$ cat src/hdl/patb_pkg.sv
// Package for the particle affine transform / bounding-box core.
// Shared types and constants; no dependencies.
package patb_pkg;

  localparam int unsigned CfgIdxW  = 3;
  localparam int unsigned CfgDataW = 64;

  // position fraction bits; positions pass through the datapath in this format
  localparam int unsigned PosFracBits = 16;

  localparam logic [CfgIdxW-1:0] RegCenterXy = 3'd0;
  localparam logic [CfgIdxW-1:0] RegCenterZ  = 3'd1;
  localparam logic [CfgIdxW-1:0] RegShiftXy  = 3'd2;
  localparam logic [CfgIdxW-1:0] RegShiftZ   = 3'd3;
  localparam logic [CfgIdxW-1:0] RegScaleXyz = 3'd4;
  localparam logic [CfgIdxW-1:0] RegRotQuat  = 3'd5;

  localparam logic [47:0] ScaleReset = 48'h0100_0100_0100;
  localparam logic [63:0] QuatReset  = 64'h7FFF_0000_0000_0000;
  localparam logic signed [31:0] MatOne = 32'sh2000_0000;

  // back part: run, or rebuild the rotation matrix for a list start
  typedef enum logic [1:0] {StRun, StBuild1, StBuild2} back_st_e;

  // Word handed from the front part to the back part through the queue.
  typedef struct packed {
    logic signed [31:0] vx;
    logic signed [31:0] vy;
    logic signed [31:0] vz;
    logic [63:0]        colour;
    logic               list_end;
    logic               list_start;
  } front_word_t;

  function automatic logic signed [31:0] sat32(input logic signed [63:0] v);
    logic signed [31:0] r;
    if (v > 64'sd2147483647) r = 32'sh7FFF_FFFF;
    else if (v < -64'sd2147483648) r = 32'sh8000_0000;
    else r = v[31:0];
    return r;
  endfunction

endpackage

$ cat src/hdl/patb_fifo.sv
// Small two-entry queue between front and back parts.
// Depends on patb_pkg for the word type.
module patb_fifo (
  input  logic                  clk_i,
  input  logic                  rst_ni,
  input  logic                  in_valid_i,
  output logic                  in_ready_o,
  input  patb_pkg::front_word_t in_word_i,
  output logic                  out_valid_o,
  input  logic                  out_ready_i,
  output patb_pkg::front_word_t out_word_o
);
  patb_pkg::front_word_t mem_q [2];
  logic wp_q, rp_q;
  logic [1:0] cnt_q;
  logic push, pop;

  assign in_ready_o = cnt_q != 2'd2;
  assign out_valid_o = cnt_q != 2'd0;
  assign out_word_o = mem_q[rp_q];
  assign push = in_valid_i && in_ready_o;
  assign pop = out_valid_o && out_ready_i;

  always_ff @(posedge clk_i or negedge rst_ni) begin
    if (!rst_ni) begin
      wp_q <= 1'b0; rp_q <= 1'b0; cnt_q <= 2'd0;
    end else begin
      if (push) wp_q <= ~wp_q;
      if (pop) rp_q <= ~rp_q;
      cnt_q <= cnt_q + 2'(push) - 2'(pop);
    end
  end

  always_ff @(posedge clk_i) begin
    if (push) mem_q[wp_q] <= in_word_i;
  end
endmodule

$ cat config.mk
export PLATFORM = sky130hd
export DESIGN_NAME = patb_fifo
export DESIGN_NICKNAME = d
export VERILOG_FILES = /design/src/hdl/patb_pkg.sv /design/src/hdl/patb_fifo.sv
export SDC_FILE = /design/constraint.sdc
export NUM_CORES = 1
export LEC_CHECK = 0
export BUFFER_PORTS_ARGS = -buffer_cell sky130_fd_sc_hd__buf_2
export CORE_AREA = 2 2 164 166
export DETAILED_ROUTE_END_ITERATION = 8
export DIE_AREA = 0 0 166 168
export PLACE_DENSITY = 0.75
export SLEW_MARGIN = 20
export SYNTH_ARGS = -nofsm -noshare
export SYNTH_HDL_FRONTEND = slang
export SYNTH_SLANG_ARGS = --single-unit
export TNS_END_PERCENT = 5
$ cat constraint.sdc
create_clock -name clk_i -period 7.55 [get_ports clk_i]
set_input_delay 0.755 -clock clk_i [delete_from_list [all_inputs] [get_ports clk_i]]
set_output_delay 0.755 -clock clk_i [all_outputs]
set_load 0.05 [all_outputs]
==> results.yml, run 1 <==
run_status:
  status: "finished, final reports clean"
global_route:
  track_usage: 0.1650
  grt_overflow: 0
  grt_pass1_wl_um: 35650
  antenna_found_initial: 7
  grt_pass1_vias: 6494
  grt_max_degree: 76
cells_and_area:
  area_growth_pct: 25.61
  filler_cell_count: 1970
  regArea_mm2: 0.009833
  final_cell_area_mm2: 0.01527
  fin_nets: 1042
  drive_above_1_share: 0.6096
  multi_input_area_mm2: 0.002192
  stdcell_count: 1247
critical_path:
  end_kind: "primary output"
  crit_end: "out_word_o[32]"
  r2r_cells: 4
  startpoint: "rp_q$_DFFE_PN0P_"
  crit_required_ps: 6800
  rrSetupSlack_ps: 5060
  cp.arrival_ps: 2920
  reg2reg_to: "mem_q[0][32]$_DFFE_PP_"
  start_kind: "register"
  reg2reg_from: "cnt_q[1]$_DFF_PN0_"
  worstPathMaxFanout: 67
  crit_type: "register to primary output"
pwr:
  power_leakage_nw: 5.904
  pwr-share-comb: 0.409
  p_sw_mw: 2.893
  intPower_mw: 4.337
  power_mw: 7.230
  power_density_mw_per_mm2: 473.3
  ir_drop_mv: 0.3446
  p_clk_frac: 0.226
  swShare: 0.4001
  power_frac_seq: 0.366
yosys:
  yosysSeqAreaShare: 0.8084
  ys_seq_elements: 328
  yosys_warnings: 0
  ys_async_sr_fraction: 0.01220
  synthTopCellsByArea: "edfxtp_1 (80%), mux2_4 (8.6%), mux2_2 (8.5%), buf_6 (0.83%), dfrtp_1 (0.82%)"
  avgSynthCellArea_um2: 23.34
  syn_nets: 689
  synth_top_area_cell: "edfxtp_1"
  synth_top_area_frac: 0.8002
  synthCells: 521
  synth_edf_count: 324
  synth.most_common_cell: "edfxtp_1"
  syn_area_mm2: 0.01216
  synth_commonest_cells: "edfxtp_1 (324), mux2_2 (92), mux2_4 (70), buf_2 (9), buf_6 (9)"
  ys.flop_type: "edfxtp_1"
  ys_types: 16
clock_tree:
  clk-insertion-delay-late_ps: 500
  cts_tree: "built"
  cts_buffers: 34
  clk_path_buf_depth: 3
  clkTransAtPathRegs_ps: 60
  root_buffer: "clkbuf_16"
  cts_hold_buf: 0
  cts-htree-levels: 2
  post_cts_resized: 0
  cts_setup_buffers: 0
  cts.sinks: 328
place:
  dp_hpwl_um: 15870
  numPortBuffers: 329
  placed_cell_area_mm2: 0.01415
  gp_congestion: 0.7716
  dp_cells: 1179
floorplanning:
  rows: 60
  ios: 330
  die-area_mm2: 0.02789
  die_x_um: 166
  coreArea_mm2: 0.02635
  die_h_um: 168
  start_util: 0.4614
timing:
  rsz0062_at_grt: "no"
  finalCriticalPeriod_ps: 3678
  setup_viol: 0
  tightest_slew_ps: 1045
  fin_setup_tns_ps: 0
  finalHoldViolCount: 0
  drv_slew: 0
  skew_ps: 12.93
  fmax_mhz: 271.9
  finalCritPeriodShare: 0.4871
  maxSlewHeadroom: 0.3033
drt:
  routed_wl_um: 23810
  vias_per_cell: 4.924
  vias: 6140
  dr.pass1.iters: 6
  drc: 0
  antenna_left: 0
  wl_per_cell_um: 19.10
  drt_iter0_markers: 514
run:
  maxCapViolCount: 0
min_path:
  hold_path.class: "primary input to async pin"
-- sequential cells by signal, summed over array words and instances (netlist names) --
register / flops
rp_q: 1
mem_q: 324
cnt_q: 2
wp_q: 1
-- cell type report --
type                    count  share of cell area
diodes                      7            0.001147
flip-flops and latches    328              0.6438
clock inverters            11            0.006799
well taps                 341             0.02793
clock buffers              50             0.06578
multi-input cells         174              0.1435
inverters                   1           0.0002458
repair buffers            335              0.1108
-- through the flow --
stage,hold slack [ps],utilization,setup slack [ps]
6_report,57.93,0.5796,3872
5_1_grt,34.10,0.5795,3736
4_1_cts,40.29,0.5790,3846
3_5_place_dp,519.2,0.5369,4388
3_3_place_gp,499.3,0.5369,4400
2_1_floorplan,459.4,-,1854
-- power by group through the flow --
stage	clock network, mW	logic (mW)	registers [mW]
global route	1.75	3.08	2.68
detailed placement	0	2.97	2.69
finish	1.63	2.95	2.64
CTS	1.67	2.98	2.65
global placement	0	2.96	2.67
floorplan	0	2.47	2.66
-- critical path, cell delays in order, from the launching register on --
cell and delay, ps:
dfrtp_4 820, buf_4 830, mux2_2 430, buf_2 210
-- routing by layer --
layer,share of wire,track usage,wire [um],vias up
met1,0.38,0.1897,9023,3022
met2,0.50,0.2773,11890,273
met3,0.084,0.05830,1996,55
li1,-,-,-,2790
met4,0.038,0.07940,899,0
met5,0,0,0,-
-- placed cells by master, fill, tap and decap left out, types with 4 or more instances in the layout --
cell type	netlist	final
clkbuf_16	0	37
mux2_2	92	92
clkinv_1	0	4
diode_2	0	7
clkbuf_1	0	10
mux2_4	70	70
buf_4	0	6
edfxtp_1	324	324
buf_2	9	329
clkinv_2	0	4
-- logic make-up after synthesis --
kind of cell             Yosys count  share of synthesized area
XOR/XNOR                           4                   0.002882
AND/OR/NAND/NOR                    6                   0.002676
multiplexers                     162                     0.1716
buffers and inverters             19                    0.01235
flip-flops                       328                     0.8084
adder cells (fa/ha/maj)            2                   0.002058
-- worst min path at each step --
stage / from / to / slack (ps) / cells after the start
floorplan: rst_ni / cnt_q[0]$_DFF_PN0_ / 460 / 0
CTS: rst_ni / wp_q$_DFFE_PN0N_ / 40 / 1
finish: rst_ni / cnt_q[0]$_DFF_PN0_ / 60 / 1
detailed placement: cnt_q[0]$_DFF_PN0_ / cnt_q[0]$_DFF_PN0_ / 520 / 1
global placement: cnt_q[0]$_DFF_PN0_ / cnt_q[0]$_DFF_PN0_ / 500 / 1
global route: rst_ni / cnt_q[0]$_DFF_PN0_ / 30 / 1
Power figures use the tool's default switching activity.
==> run 2, diff against run 1 <==
Settings changed: CORE_AREA 2 2 164 166 to 2 2 156 158, DIE_AREA 0 0 166 168 to 0 0 158 160, PLACE_DENSITY 0.75 to 0.79.
Clock period 7.55 ns to 3.5 ns, I/O delays scaled along.
==> results.yml, run 2 (same netlist as run 1, synthesis figures left out) <==
clock_tree:
  clk-insertion-delay-late_ps: 500
  cts.sinks: 328
  cts-htree-levels: 2
  root_buffer: "clkbuf_16"
  clk_path_buf_depth: 3
  clkTransAtPathRegs_ps: 60
  cts_tree: "built"
  cts_buffers: 34
  post_cts_resized: 0
critical_path:
  start_kind: "register"
  cp.arrival_ps: 2230
  crit_required_ps: 3150
  worstPathMaxFanout: 64
  end_kind: "primary output"
  crit_type: "register to primary output"
cells_and_area:
  reg_top3: "mem_q x324, cnt_q x2"
  drive_above_1_share: 0.6096
  filler_cell_count: 1691
  layout.cells.most_common_list: "buf_2 (329), edfxtp_1 (324), mux2_2 (92)"
  layout_commonest_cell: "buf_2"
  area_growth_pct: 26.61
  largest_register_ffs: 324
  final_cell_area_mm2: 0.01539
  fin_nets: 1044
  regMostFlops: "mem_q"
drt:
  vias_per_cell: 5.029
  drt_iter0_markers: 288
  dr.pass1.iters: 4
  drc: 0
  wl_per_cell_um: 18.85
  vias: 6170
  antenna_left: 0
  routed_wl_um: 23130
pwr:
  p_sw_mw: 6.245
  intPower_mw: 9.574
  p_clk_frac: 0.231
  power_frac_seq: 0.356
  power_leakage_nw: 5.958
  ir_drop_mv: 0.8791
  pwr-share-comb: 0.412
  swShare: 0.3948
  power_density_mw_per_mm2: 1028
timing:
  maxSlewHeadroom: 0.6689
  drv_slew: 0
  skew_ps: 10.43
  finalHoldViolCount: 0
  fmax_mhz: 388.2
  rsz0062_at_grt: "no"
  tightest_slew_ps: 496.6
  fin_setup_tns_ps: 0
  finalCritPeriodShare: 0.7360
  finalCriticalPeriod_ps: 2576
  setup_viol: 0
floorplanning:
  coreArea_mm2: 0.02382
  die_x_um: 158
  die-area_mm2: 0.02528
  rows: 57
  die_h_um: 160
  start_util: 0.5105
  ios: 330
global_route:
  antenna_found_initial: 5
  track_usage: 0.1774
  grt_overflow: 0
  grt_pass1_vias: 6371
  top_usage_layer: "met2"
  use_met1: 0.2002
  grt_pass1_wl_um: 34010
  grtUsageMet3: 0.05563
  grt_max_degree: 86
  grt_use_met2: 0.3087
place:
  gp_congestion: 0.8097
  dp_hpwl_um: 15260
  placed_cell_area_mm2: 0.01422
  numPortBuffers: 329
run_status:
  status: "finished, final reports clean"
min_path:
  hold_path.class: "primary input to register"
run:
  maxCapViolCount: 0
[run 2: worst paths after layout]
path / from / to / slack, ps / depth (start not counted)
max: rp_q$_DFFE_PN0P_ / out_word_o[1] / 920 / 3
min: in_word_i[29] / mem_q[0][29]$_DFFE_PP_ / 40 / 1
max reg2reg: cnt_q[1]$_DFF_PN0_ / mem_q[1][126]$_DFFE_PP_ / 1590 / 3
min reg2reg: cnt_q[0]$_DFF_PN0_ / cnt_q[0]$_DFF_PN0_ / 550 / 1
max in group asynchronous: rst_ni / rp_q$_DFFE_PN0P_ / 3150 / 2
min in group asynchronous: rst_ni / cnt_q[1]$_DFF_PN0_ / 200 / 2
[run 2: layer usage]
metal	wire (um)	vias up
met4	844	2
met1	8446	3034
met2	11880	274
li1	-	2800
met5	7	-
met3	1956	60
[run 2: power groups by stage]
stage,clock network [mW],logic (mW),registers [mW]
after floorplan,0,5.34,5.65
after global placement,0,6.51,5.67
after detailed placement,0,6.55,5.72
after CTS,3.74,6.58,5.65
after global routing,3.90,6.79,5.71
final,3.66,6.52,5.64
[run 2: critical path, cell delays in order, from the launching register on]
cell	delay, ps
dfrtp_4	650
buf_12	410
mux2_2	400
buf_2	210
[run 2: layout make-up]
cell class | count | area, um^2 | area share
tap | 324 | 405.4 | 0.02633
multi-input combinational | 174 | 2207 | 0.1434
antenna | 4 | 10.01 | 0.0006502
sequential | 328 | 9833 | 0.6387
clock inverter | 11 | 173.9 | 0.01130
clock buffer | 48 | 977.2 | 0.06348
timing repair buffer | 337 | 1784 | 0.1159
inverter | 1 | 3.754 | 0.0002438
[run 2: metrics by stage]
stage | power (mW) | cells | util | setup WS, ps | hold slack (ps)
detailed placement | 12.27 | 1163 | 0.5971 | 1432 | 168.0
floorplan | 10.99 | 521 | - | -9.352 | 54.41
global route | 16.40 | 1225 | 0.6461 | 836.9 | 17.24
global placement | 12.18 | 1163 | 0.5971 | 1464 | 158.7
CTS | 15.98 | 1223 | 0.6459 | 898.4 | 14.58
finish | 15.82 | 1227 | 0.6463 | 924.1 | 37.46
[run 2: timing repair]
action | in CTS | in global routing
hold buffers | 1 | 0
buffers inserted | 0 | 0
endpoints found under the hold margin | 4 | 0
endpoints found under the setup margin | 0 | 0
